**src/rtl/hct_pkg.sv**
```systemverilog
// Shared types and constants for the handheld console timer.
package hct_pkg;

  localparam logic [1:0] CMD_READ  = 2'd0;
  localparam logic [1:0] CMD_WRITE = 2'd1;
  localparam logic [1:0] CMD_TICK  = 2'd2;

  localparam logic [15:0] ADDR_DIV    = 16'hFF04;
  localparam logic [15:0] ADDR_TIMA   = 16'hFF05;
  localparam logic [15:0] ADDR_ROUNDS = 16'hFF06;
  localparam logic [15:0] ADDR_TAC    = 16'hFF07;

  localparam int unsigned TAC_ENABLE_BIT = 2;
  localparam logic [7:0]  UNKNOWN_READ   = 8'hFF;

  // TAC rate codes: clocks per TIMA step
  localparam logic [1:0] RATE_1024 = 2'd0;
  localparam logic [1:0] RATE_16   = 2'd1;
  localparam logic [1:0] RATE_64   = 2'd2;
  localparam logic [1:0] RATE_128  = 2'd3;

  typedef struct packed {
    logic [1:0]  cmd;
    logic [15:0] reg_addr;
    logic [7:0]  write_data;
    logic [9:0]  tick_count;
  } in_item_t;

  typedef struct packed {
    logic [7:0] read_data;
    logic       bad_register;
    logic       timer_interrupt;
  } out_item_t;

endpackage

```
**src/rtl/hct_regs.sv**
```systemverilog
// Timer register file and the next-state update for one transaction.
module hct_regs (
  input  logic               clk,
  input  logic               rst_n,
  input  logic               fire,
  input  hct_pkg::in_item_t  item,
  output hct_pkg::out_item_t result
);

  logic [9:0] clock_count_r, clock_count_nxt;
  logic [7:0] divider_r, divider_nxt;
  logic [7:0] tima_r, tima_nxt;
  logic [7:0] rounds_r, rounds_nxt;
  logic       enabled_r, enabled_nxt;
  logic [1:0] rate_r, rate_nxt;

  logic [10:0] clk_sum;
  logic [3:0]  div_steps;
  logic [6:0]  tima_steps;
  logic [8:0]  tima_sum;
  logic        wrap;

  // Multiples of a power-of-two period crossed in (count, count + ticks]
  always_comb begin
    clk_sum   = {1'b0, clock_count_r} + {1'b0, item.tick_count};
    div_steps = clk_sum[10:7] - {1'b0, clock_count_r[9:7]};
    case (rate_r)
      hct_pkg::RATE_1024: tima_steps = {6'd0, clk_sum[10]};
      hct_pkg::RATE_16:   tima_steps = clk_sum[10:4] - {1'b0, clock_count_r[9:4]};
      hct_pkg::RATE_64:   tima_steps = {2'd0, clk_sum[10:6]} - {3'd0, clock_count_r[9:6]};
      hct_pkg::RATE_128:  tima_steps = {3'd0, clk_sum[10:7]} - {4'd0, clock_count_r[9:7]};
      default:            tima_steps = '0;
    endcase
    if (!enabled_r) tima_steps = '0;
    // at most 64 steps per tick, so TIMA wraps at most once
    tima_sum = {1'b0, tima_r} + {2'd0, tima_steps};
    wrap     = tima_sum[8];
  end

  always_comb begin
    clock_count_nxt = clock_count_r;
    divider_nxt     = divider_r;
    tima_nxt        = tima_r;
    rounds_nxt      = rounds_r;
    enabled_nxt     = enabled_r;
    rate_nxt        = rate_r;
    result          = '0;
    case (item.cmd)
      hct_pkg::CMD_READ: begin
        case (item.reg_addr)
          hct_pkg::ADDR_DIV:    result.read_data = divider_r;
          hct_pkg::ADDR_TIMA:   result.read_data = tima_r;
          hct_pkg::ADDR_ROUNDS: result.read_data = rounds_r;
          hct_pkg::ADDR_TAC:    result.read_data = {5'd0, enabled_r, rate_r};
          default: begin
            result.read_data    = hct_pkg::UNKNOWN_READ;
            result.bad_register = 1'b1;
          end
        endcase
      end
      hct_pkg::CMD_WRITE: begin
        case (item.reg_addr)
          hct_pkg::ADDR_DIV:    divider_nxt = '0;
          hct_pkg::ADDR_TIMA:   tima_nxt    = item.write_data;
          hct_pkg::ADDR_ROUNDS: rounds_nxt  = item.write_data;
          hct_pkg::ADDR_TAC: begin
            enabled_nxt = item.write_data[hct_pkg::TAC_ENABLE_BIT];
            rate_nxt    = item.write_data[1:0];
          end
          default: result.bad_register = 1'b1;
        endcase
      end
      hct_pkg::CMD_TICK: begin
        clock_count_nxt        = clk_sum[9:0];
        divider_nxt            = divider_r + {4'd0, div_steps};
        tima_nxt               = tima_sum[7:0];
        rounds_nxt             = rounds_r + {7'd0, wrap};
        result.timer_interrupt = wrap;
      end
      default: ;
    endcase
  end

  always_ff @(posedge clk) begin
    if (!rst_n) begin
      clock_count_r <= '0;
      divider_r     <= '0;
      tima_r        <= '0;
      rounds_r      <= '0;
      enabled_r     <= 1'b0;
      rate_r        <= hct_pkg::RATE_1024;
    end else if (fire) begin
      clock_count_r <= clock_count_nxt;
      divider_r     <= divider_nxt;
      tima_r        <= tima_nxt;
      rounds_r      <= rounds_nxt;
      enabled_r     <= enabled_nxt;
      rate_r        <= rate_nxt;
    end
  end

endmodule

```
**src/rtl/handheld_console_timer.sv**
```systemverilog
// Top level of the handheld console timer: input stage, register file, result stage.
//
// Usage:
//   The in_ channel carries one transaction per item: a bus read, a bus write
//   or a tick of tick_count clocks. Every transaction gives exactly one result
//   on the out_ channel (read data, bad register flag, timer interrupt).
//   out_valid rises when the result register captures the transaction from
//   the input register. The input register takes the transaction, then the
//   register update and result capture happen together. Throughput is one
//   transaction per cycle while out_ready is high; a tick of any tick_count
//   value is folded into one update by counting period boundaries crossed.
//   When the receiver stalls, the result register holds its transaction and
//   the input register holds the next one; in_ready drops only when both are
//   full and out_ready is low.
//   Reset (rst_n low, synchronous) clears the clock count, DIV, TIMA, the
//   overflow counter and TAC, and empties both stages.
module handheld_console_timer (
  input  logic               clk,
  input  logic               rst_n,
  input  logic               in_valid,
  output logic               in_ready,
  input  hct_pkg::in_item_t  in_data,
  output logic               out_valid,
  input  logic               out_ready,
  output hct_pkg::out_item_t out_data
);

  logic               s1_valid_r;
  hct_pkg::in_item_t  s1_item_r;
  logic               out_valid_r;
  hct_pkg::out_item_t out_data_r;
  hct_pkg::out_item_t result;
  logic               s1_fire;

  // Advance the input stage whenever the result register is free or draining
  assign s1_fire  = s1_valid_r && (!out_valid_r || out_ready);
  assign in_ready = !s1_valid_r || s1_fire;

  always_ff @(posedge clk) begin
    if (!rst_n) begin
      s1_valid_r <= 1'b0;
    end else if (in_ready) begin
      s1_valid_r <= in_valid;
    end
  end

  // Payload needs no reset; hold it while stalled
  always_ff @(posedge clk) begin
    if (in_ready && in_valid) begin
      s1_item_r <= in_data;
    end
  end

  hct_regs u_regs (
    .clk    (clk),
    .rst_n  (rst_n),
    .fire   (s1_fire),
    .item   (s1_item_r),
    .result (result)
  );

  always_ff @(posedge clk) begin
    if (!rst_n) begin
      out_valid_r <= 1'b0;
    end else if (s1_fire) begin
      out_valid_r <= 1'b1;
    end else if (out_ready) begin
      out_valid_r <= 1'b0;
    end
  end

  always_ff @(posedge clk) begin
    if (s1_fire) begin
      out_data_r <= result;
    end
  end

  assign out_valid = out_valid_r;
  assign out_data  = out_data_r;

  // Only a tick transaction may raise the interrupt
  assert property (@(posedge clk) disable iff (!rst_n)
    s1_fire && (s1_item_r.cmd != hct_pkg::CMD_TICK) |=> !out_data.timer_interrupt)
    else $error("interrupt raised by a non-tick transaction");

  // A bad register result never carries an interrupt, and reads back 0xFF or zero
  assert property (@(posedge clk) disable iff (!rst_n)
    out_valid && out_data.bad_register |->
      !out_data.timer_interrupt &&
      (out_data.read_data == hct_pkg::UNKNOWN_READ || out_data.read_data == 8'd0))
    else $error("bad register result is malformed");

  // Back-pressure only when both stages are full and the receiver stalls
  assert property (@(posedge clk) disable iff (!rst_n)
    !in_ready |-> s1_valid_r && out_valid_r && !out_ready)
    else $error("input stalled without cause");

  // A stalled result is not overwritten
  assert property (@(posedge clk) disable iff (!rst_n)
    out_valid_r && !out_ready |-> !s1_fire)
    else $error("result register overwritten while stalled");

endmodule
```
**config.mk**
```make
export PLATFORM = sky130hd
export DESIGN_NAME = handheld_console_timer
export DESIGN_NICKNAME = d
export VERILOG_FILES = /design/src/rtl/hct_pkg.sv /design/src/rtl/hct_regs.sv /design/src/rtl/handheld_console_timer.sv
export SDC_FILE = /design/constraint.sdc
export NUM_CORES = 1
export LEC_CHECK = 0
export BUFFER_PORTS_ARGS = -buffer_cell sky130_fd_sc_hd__buf_2
export CORE_MARGIN = 1.5
export CORE_UTILIZATION = 25
export CTS_BUF_LIST = sky130_fd_sc_hd__clkbuf_16
export CTS_CLUSTER_SIZE = 28
export DETAILED_ROUTE_END_ITERATION = 12
export PLACE_DENSITY = 0.41
export SYNTH_ARGS = -nofsm -noshare
export SYNTH_HDL_FRONTEND = slang
export SYNTH_SLANG_ARGS = --single-unit
```
**constraint.sdc**
```tcl
create_clock -name clk -period 4.45 [get_ports clk]
set_input_delay 0.89 -clock clk [delete_from_list [all_inputs] [get_ports clk]]
set_output_delay 0.89 -clock clk [all_outputs]
set_load 0.02 [all_outputs]
```
==> Word-level counts from Yosys, hierarchy flattened <==
Cells that the tools add are included.
{ "word_totals": {"ff_bits": 85, "out_inout_bits": 12, "word_cells": 64} }
{ "classes": {"add_sub_neg": 8, "eq_ne": 12, "n_mux": 12, "reduce_logical": 17} }
{ "ops": {"columns": ["cell", "n"], "rows": [
  ["equality test 16 bit, second input constant", 4],
  ["one-hot mux 8 bit (2 select lines)", 3],
  ["one-hot mux 8 bit (4 select lines)", 1],
  ["one-hot mux 7 bit (4 select lines)", 1],
  ["2-to-1 mux 8 bit", 3],
  ["AND reduction 3 bit", 4],
  ["adder 10 x 10 -> 11 bit", 1],
  ["adder 8 x 7 -> 9 bit", 1],
  ["adder 8 x 1 -> 8 bit", 1],
  ["adder 8 x 4 -> 8 bit", 1],
  ["2-to-1 mux 7 bit", 1],
  ["subtractor 7 x 6 -> 7 bit", 1],
  ["equality test 2 bit, second input constant", 3],
  ["!= test 2 bit, second input constant", 3],
  ["subtractor 5 x 4 -> 6 bit", 1],
  ["subtractor 4 x 3 -> 5 bit", 1],
  ["equality test 2 x 1 -> 1 bit, second input constant", 2],
  ["zero test 2 bit", 2],
  ["nonzero test 2 bit", 2],
  ["OR reduction 4 bit", 1],
  ["subtractor 4 x 3 -> 4 bit", 1],
  ["2-to-1 mux 1 bit", 3],
  ["logical AND 1 bit", 2],
  ["zero test 1 bit", 2],
  ["other kinds (3)", 4]
]} }

==> Depth between registers and ports, before layout <==
Gate-level depths: netlist (run 1).
{ "depth": {"word_depth": 7, "ltp_mapped": 30, "ltp_nobuf": 29} }

==> Modules after synthesis <==
Synthesis (run 1) repeated with hierarchy kept, for this count alone.
{ "hier_totals": {"cells_unflattened": 513, "hier_area_um2": 5046.1} }
{ "by_module_without_submodules": {"columns": ["module", "instances", "cells_each", "area_each_um2", "seq_area_each_um2"], "rows": [
  ["hct_regs", 1, 458, 3560.9, 740.7],
  ["handheld_console_timer", 1, 55, 1485.2, 1421.4]
]} }

==> Worst setup path after synthesis (run 1) <==
No wires, ideal clock.
{ "synth_timing": {"path_kind": "register to register", "startpoint": "reg s1_item_r[0] (netlist bit)", "endpoint": "reg u_regs.rounds_r[6]", "setup_time_ns": 0.069, "arrival_time_ns": 4.737, "required_time_ns": 4.381, "path_slack_ns": -0.355, "path_stages_with_launch": 29, "n_path_buf": 1, "cell_sequence": "edfxtp_1 -> ha_1 -> inv_1 -> fa_1 -> nor2b_2 -> o31ai_4 -> nand3b_1 -> a31oi_1 -> xor2_1 -> inv_1 -> ha_1 -> clkbuf_1 -> nor2b_1 -> o21ai_0 -> o221ai_1 -> mux2i_1 -> a31o_1 -> ha_1 -> o21a_1 -> o31ai_1 -> a21oi_1 -> a21oi_1 -> nor2_1 -> ha_1 -> ha_1 -> nand3_1 -> o41ai_1 -> nand3_1 -> o21ai_1"} }
{ "synth_via": {"elab_chain_len": 7, "elab_cells_between_ends": 9, "classes_between": "add/sub (6); mux (3)"} }
{ "synth_rtl": {"columns": ["item", "line_no", "text"], "rows": [
  ["from (decl)", "handheld_console_timer.sv:29", "hct_pkg::in_item_t s1_item_r;"],
  ["from (signal assigned)", "handheld_console_timer.sv:50", "s1_item_r <= in_data;"],
  ["adder 10 x 10 -> 11 bit (*)", "hct_regs.sv:25", "clk_sum = {1'b0, clock_count_r} + {1'b0, item.tick_count};"],
  ["net u_regs.clk_sum[8]", "hct_regs.sv:17", "logic [10:0] clk_sum;"],
  ["subtractor 7 x 6 -> 7 bit (tied with other cells)", "hct_regs.sv:29", "hct_pkg::RATE_16: tima_steps = clk_sum[10:4] - {1'b0, clock_count_r[9:4]};"],
  ["one-hot mux 7 bit (4 select lines) (*)", "hct_regs.sv:27", "case (rate_r)"],
  ["2-to-1 mux 7 bit (*)", "hct_regs.sv:34", "if (!enabled_r) tima_steps = '0;"],
  ["adder 8 x 7 -> 9 bit (*)", "hct_regs.sv:36", "tima_sum = {1'b0, tima_r} + {2'd0, tima_steps};"],
  ["net u_regs.tima_sum[8]", "hct_regs.sv:20", "logic [8:0] tima_sum;"],
  ["adder 8 x 1 -> 8 bit (*)", "hct_regs.sv:77", "rounds_nxt = rounds_r + {7'd0, wrap};"],
  ["one-hot mux 8 bit (2 select lines) (*)", "hct_regs.sv:48", "case (item.cmd)"],
  ["to (signal assigned)", "hct_regs.sv:96", "rounds_r <= rounds_nxt;"],
  ["to (decl)", "hct_regs.sv:13", "logic [7:0] rounds_r, rounds_nxt;"]
]} }
The timed path passes the listed nets; every way through them passes the cells marked *.
A chain may end at the register's enable or synchronous reset.

==> Worst setup path in the final report (run 1) <==
{ "layout_timing": {"startpoint": "reg u_regs.clock_count_r[0]", "endpoint": "reg u_regs.rounds_r[6]"} }
{ "layout_via": {"elab_chain_len": 7, "elab_cells_between_ends": 9, "classes_between": "add/sub (6); mux (3)"} }
{ "layout_rtl": {"columns": ["item", "line_no", "text"], "rows": [
  ["from (decl)", "hct_regs.sv:10", "logic [9:0] clock_count_r, clock_count_nxt;"],
  ["from (signal assigned)", "hct_regs.sv:93", "clock_count_r <= clock_count_nxt;"],
  ["adder 10 x 10 -> 11 bit (*)", "hct_regs.sv:25", null],
  ["net u_regs.clk_sum[6]", "hct_regs.sv:17", null],
  ["subtractor 7 x 6 -> 7 bit or subtractor 5 x 4 -> 6 bit (tied branches)", "hct_regs.sv:29, hct_regs.sv:30", null],
  ["one-hot mux 7 bit (4 select lines) (*)", "hct_regs.sv:27", null],
  ["2-to-1 mux 7 bit (*)", "hct_regs.sv:34", null],
  ["adder 8 x 7 -> 9 bit (*)", "hct_regs.sv:36", null],
  ["net u_regs.tima_sum[8]", "hct_regs.sv:20", null],
  ["adder 8 x 1 -> 8 bit (*)", "hct_regs.sv:77", null],
  ["one-hot mux 8 bit (2 select lines) (*)", "hct_regs.sv:48", null]
]} }
Marked as above.

==> flow_summary.ini, run 1 <==
[detailed_routing]
vias = 4148
dr.pass1.iters = 5
antenna_left = 0
drc_errors = 0
routedWlPerCell_um = 15.6
drt_iter0_markers = 165
wirelength_um = 13800
via_per_inst = 4.68

[pwr]
power_mw = 2.01
irDropWorstVdd_mv = 0.166
seq_power_share = 0.443
switchingPower_mw = 0.548
leakagePower_nw = 2.75
combPwrFrac = 0.156
p_int_mw = 1.46
swShare = 0.273
power_frac_clock = 0.401
power_density_nw_per_um2 = 297

[min_path]
hold_path.class = reg -> reg
min-delay-start = u_regs.clock_count_r[0]$_SDFFE_PN0P_
hold_depth = 2
worstHoldEndpoint = u_regs.clock_count_r[0]$_SDFFE_PN0P_

[timing]
maxSlewViolCount = 0
rsz0062_at_grt = yes
setup_tns_ns = -2.89
finalSetupViolations = 9
worst_pin_slew_ns = 1.13
skew_ns = 0.00810
relSlewSlack = 0.242
layout_setup_ws_ns = -0.494
hold_viol = 0
finalCritPeriodShare = 1.11
layout_min_cycle_time_ns = 4.94
holdWs_ns = 0.482
max_freq_mhz = 202

[synth]
syn_area_sq_um = 5050
synth_edf_count = 46
synth_nets = 588
synth_seq_area_share = 0.428
ys_warn_count = 0
synth.avg_cell_area_sq_um = 9.89
synth_ff_type = edfxtp_1
ys_ff_latch = 85
syn_inst = 511
async_flop_share = 0
ys_types = 63

[placed_design]
dp.cells = 860
hpwl_um = 10100
portBuffers = 51
place.gp.congestion = 0.800
pre_cts_ws_ns = -0.508
dpl_cell_area_sq_um = 6030

[clock_tree]
root_buffer = clkbuf_16
postCtsHoldBufs = 0
tritoncts = yes
clkLatencyLatePin_ns = 0.36
cts.sinks = 85
h-tree-depth = 3
clkSlewWorstSetupHoldPaths_ns = 0.07
clk_path_buf_depth = 2
numCtsBuffers = 9

[global_route]
grt-ovfl-total = 0
grt_max_degree = 44
track_usage = 0.135
first_global_vias = 4200
antenna_found_initial = 0
grt_pass1_wl_um = 22300

[critical_path]
rr_startpoint = u_regs.clock_count_r[0]$_SDFFE_PN0P_
cp.arrival_ns = 5.23
cpMaxStageDelayCell = fa_2
end_kind = flop
slowest_delay_ns = 0.37
worstReg2RegEnd = u_regs.rounds_r[6]$_SDFFE_PN0P_
r2r_cells = 28
worstPathRequired_ns = 4.74
criticalPathCategory = reg -> reg
crit_top_cell = ha_4
cp-start-kind = flop
cp_max_fo = 4
rrSetupSlack_ns = -0.49

[outcome]
outcome = finished, violations left
violations = negative setup slack

[cells_and_area]
drive_gt1_frac = 0.344
utilization = 0.344
layout_common_cells = 61 x buf_4, 51 x buf_2, 49 x nand2_1, 46 x edfxtp_1, 42 x nor2_1
area_delta_synth_final_pct = 34.0
layout_commonest_cell = buf_4
diodes = 0
stdcell_count = 887
num-fill-cells = 2083
finalInstanceArea_sq_um = 6770
fin_nets = 694

[die]
initial_core_util = 0.257
die_x_um = 145
die_y_um = 145
core_sq_um = 19700
io_pins = 52
row_count = 51
die-area_sq_um = 21100

[job]
drv_cap = 0
## power by group through the flow
| stage | clock network, mW | registers (mW) | logic (mW) |
|---|---|---|---|
| after floorplan | 0 | 0.902 | 0.174 |
| after global placement | 0 | 0.906 | 0.282 |
| after detailed placement | 0 | 0.907 | 0.284 |
| after CTS | 0.833 | 0.890 | 0.296 |
| after global routing | 0.864 | 0.894 | 0.349 |
| final | 0.806 | 0.890 | 0.315 |
## cell usage after synthesis (all sizes together) (3+ instances only)
cell type | number | area share
o21ai | 26 | 0.026
and3 | 5 | 0.0062
nor2b | 15 | 0.019
and2 | 4 | 0.0050
nand4 | 6 | 0.0074
o211ai | 3 | 0.0045
o21a | 7 | 0.010
o41ai | 3 | 0.0052
edfxtp | 46 | 0.27
nand2b | 8 | 0.014
buf | 6 | 0.0074
nor3 | 9 | 0.0089
ha | 31 | 0.077
mux2i | 9 | 0.018
inv | 30 | 0.022
mux4 | 4 | 0.018
nor2 | 43 | 0.032
dfxtp | 39 | 0.15
nor4 | 3 | 0.0050
o211a | 7 | 0.014
a211oi | 9 | 0.019
a21o | 8 | 0.012
fa | 6 | 0.024
o21bai | 3 | 0.0045
clkbuf | 16 | 0.012
o2111ai | 3 | 0.0052
xor2 | 12 | 0.021
xnor2 | 7 | 0.012
nand2 | 52 | 0.040
a21oi | 24 | 0.025
o31ai | 5 | 0.010
a31oi | 6 | 0.0074
nand3 | 24 | 0.024
a21boi | 11 | 0.016
## sequential cells by signal (all words and copies together) (netlist names)
| register | cells |
|---|---|
| out_data | 10 |
| out_valid | 1 |
| s1_item_r | 36 |
| s1_valid_r | 1 |
| u_regs.clock_count_r | 10 |
| u_regs.divider_r | 8 |
| u_regs.enabled_r | 1 |
| u_regs.rate_r | 2 |
| u_regs.rounds_r | 8 |
| u_regs.tima_r | 8 |
## critical path, delay by kind of cell (launching register included)
kind	cells	cell delay [ns]
compound gates	11	1.69
flops	1	0.34
buf+inv	4	0.38
mux	1	0.10
simple gates	5	0.58
fa+ha+maj	7	1.78
## routing by layer
metal | routed length [um] | track usage | vias up
met1 | 6520 | 0.179 | 1992
met4 | 207 | 0.0439 | 0
met5 | 0 | 0 | -
met2 | 6520 | 0.221 | 70
li1 | - | - | 2071
met3 | 594 | 0.0245 | 15
## area by class of cell
type,instances,area [sq um],share of cell area
multi-input combinational,374,3070,0.454
sequential,85,2160,0.319
timing repair buffer,117,769,0.114
tap,265,332,0.0490
clock buffer,9,225,0.0333
inverter,30,118,0.0174
clock inverter,7,92.6,0.0137
## how the worst max path moves through the flow
stage | end | startpoint | slack, ns
after floorplan | u_regs.rounds_r[6]$_SDFFE_PN0P_ | s1_item_r[0]$_DFFE_PP_ | -0.12
after global placement | u_regs.rounds_r[6]$_SDFFE_PN0P_ | s1_item_r[1]$_DFFE_PP_ | -0.47
after detailed placement | u_regs.rounds_r[6]$_SDFFE_PN0P_ | s1_item_r[1]$_DFFE_PP_ | -0.51
after CTS | u_regs.rounds_r[7]$_SDFFE_PN0P_ | s1_item_r[0]$_DFFE_PP_ | -0.38
after global routing | u_regs.rounds_r[6]$_SDFFE_PN0P_ | s1_item_r[0]$_DFFE_PP_ | -0.78
final | u_regs.rounds_r[6]$_SDFFE_PN0P_ | u_regs.clock_count_r[0]$_SDFFE_PN0P_ | -0.49
## cells by family after synthesis
kind of cell    share of synthesized area
simple gates                        0.179
compound gates                      0.182
flops                               0.428
buf+inv                            0.0416
fa+ha+maj                           0.101
xor+xnor                           0.0329
mux                                0.0357
## timing repair
| item | CTS | global route |
|---|---|---|
| setup endpoints to repair | 10 | 13 |
| pin swaps | 3 | 34 |
| gates resized for setup | 20 | 50 |
| setup buffers | 3 | 12 |
No activity file was read; power rests on OpenSTA's default activity.
==> run 2: changes to the inputs <==
Settings changed: BUFFER_PORTS_ARGS -buffer_cell sky130_fd_sc_hd__buf_2 to unset, DONT_BUFFER_PORTS set to 1, PLACE_DENSITY 0.41 to 0.39.
==> run 2 against run 1 <==
Net effect:
- the run still ends with negative setup slack left
- combinational power fell by 6%
- die area did not move
- fmax grew 2.2%
- clock skew barely moved
- critical path depth fell by 1
- sequential power is 0.8% higher
- largest cell class unchanged
==> flow_summary.ini, run 2 (synthesized netlist as in run 1, its figures left out) <==
[cells_and_area]
drive_gt1_frac = 0.299
finalInstanceArea_sq_um = 6630
layout_common_cells = 66 x buf_4, 49 x nand2_1, 46 x edfxtp_1, 41 x nor2_1, 39 x dfxtp_1
fin_nets = 651
largest_register = s1_item_r
largest_reg_flops = 36
area_delta_synth_final_pct = 31.2
diodes = 0
stdcell_count = 844
layout_commonest_cell = buf_4

[detailed_routing]
wirelength_um = 13800
drc_errors = 0
antenna_left = 0
dr.pass1.iters = 4
routedWlPerCell_um = 16.3
drt_iter0_markers = 212
vias = 3985
via_per_inst = 4.72

[min_path]
hold_path.class = reg -> reg
hold_depth = 2

[critical_path]
r2r_cells = 27
criticalPathCategory = reg -> reg
cp.arrival_ns = 5.13
cp-start-kind = flop
cp_max_fo = 4
end_kind = flop
cpMaxStageDelayCell = fa_2
crit_top_cell = buf_4
worstPathRequired_ns = 4.74
slowest_delay_ns = 0.36

[timing]
finalCritPeriodShare = 1.09
rsz0062_at_grt = yes
maxSlewViolCount = 0
max_freq_mhz = 207
hold_viol = 0
layout_min_cycle_time_ns = 4.84
skew_ns = 0.00776
worst_pin_slew_ns = 1.09
layout_setup_ws_ns = -0.388
relSlewSlack = 0.274
finalSetupViolations = 9

[die]
die_y_um = 145
die-area_sq_um = 21100
row_count = 51
io_pins = 52
die_x_um = 145
core_sq_um = 19700
initial_core_util = 0.257

[placed_design]
place.gp.congestion = 0.860
portBuffers = 0
hpwl_um = 10000
pre_cts_ws_ns = -0.505
dpl_cell_area_sq_um = 5810
dp.cells = 814

[clock_tree]
clkSlewWorstSetupHoldPaths_ns = 0.08
cts.sinks = 85
root_buffer = clkbuf_16
clkLatencyLatePin_ns = 0.36
postCtsHoldBufs = 0
tritoncts = yes
clk_path_buf_depth = 2
h-tree-depth = 3
numCtsBuffers = 9

[outcome]
outcome = finished, violations left
violations = negative setup slack

[global_route]
grt_pass1_wl_um = 21600
track_usage = 0.133
grt_max_degree = 44
grt-ovfl-total = 0
antenna_found_initial = 0
first_global_vias = 3936

[job]
drv_cap = 0

[pwr]
leakagePower_nw = 2.59
power_density_nw_per_um2 = 298
irDropWorstVdd_mv = 0.178
## run 2: power breakdown
part	internal [mW]	switching (mW)	leakage, nW	total [mW]
registers	0.864	0.0331	0.764	0.897
logic	0.145	0.152	1.68	0.297
clock network	0.398	0.386	0.147	0.784
## run 2: through the flow
| step | power, mW | util | setup TNS, ns | hold WS (ns) |
|---|---|---|---|---|
| floorplan | 1.08 | - | -0.349 | 0.445 |
| global placement | 1.16 | 0.296 | -3.01 | 0.457 |
| detailed placement | 1.17 | 0.296 | -3.61 | 0.462 |
| CTS | 1.97 | 0.318 | -2.80 | 0.487 |
| global route | 2.07 | 0.337 | -4.92 | 0.507 |
| finish | 1.98 | 0.337 | -2.33 | 0.480 |
## run 2: worst max-delay path: cells and delay by family, from the launching register on
kind,cells,cell delay (ns)
and+or+nand+nor,8,1.02
adders and majority gates,5,1.28
buffers and inverters,4,0.49
AOI/OAI and AO/OA,10,1.63
DFF,1,0.35
## run 2: layout make-up
| class | count | area, sq um |
|---|---|---|
| fillers | 2063 | 13000 |
| multi-input cells | 374 | 3140 |
| flip-flops and latches | 85 | 2160 |
| repair buffers | 74 | 586 |
| well taps | 265 | 332 |
| clock buffers | 9 | 225 |
| inverters | 30 | 113 |
| clock inverters | 7 | 73.8 |
## run 2: per-layer routing
| metal | global-route usage | part of all wire | vias to the layer above | wire, um |
|---|---|---|---|---|
| met2 | 0.199 | 0.45 | 71 | 6160 |
| li1 | - | - | 1987 | - |
| met4 | 0.0653 | 0.028 | 0 | 390 |
| met3 | 0.0204 | 0.035 | 21 | 487 |
| met5 | 0 | 0 | - | 0 |
| met1 | 0.186 | 0.49 | 1906 | 6750 |
## run 2: final timing paths
kind                                                            from                                   end  slack [ns]
worst max-delay path                          s1_item_r[0]$_DFFE_PP_       u_regs.rounds_r[7]$_SDFFE_PN0P_       -0.39
worst max register to register                s1_item_r[0]$_DFFE_PP_       u_regs.rounds_r[7]$_SDFFE_PN0P_       -0.39
worst min-delay path            u_regs.clock_count_r[0]$_SDFFE_PN0P_  u_regs.clock_count_r[0]$_SDFFE_PN0P_        0.48
worst min register to register  u_regs.clock_count_r[0]$_SDFFE_PN0P_  u_regs.clock_count_r[0]$_SDFFE_PN0P_        0.48
## run 2: what timing repair did
action,in CTS,in global routing
buffers inserted,4,11
resized for setup,23,56
setup endpoints to repair,10,12
pin swaps,16,42
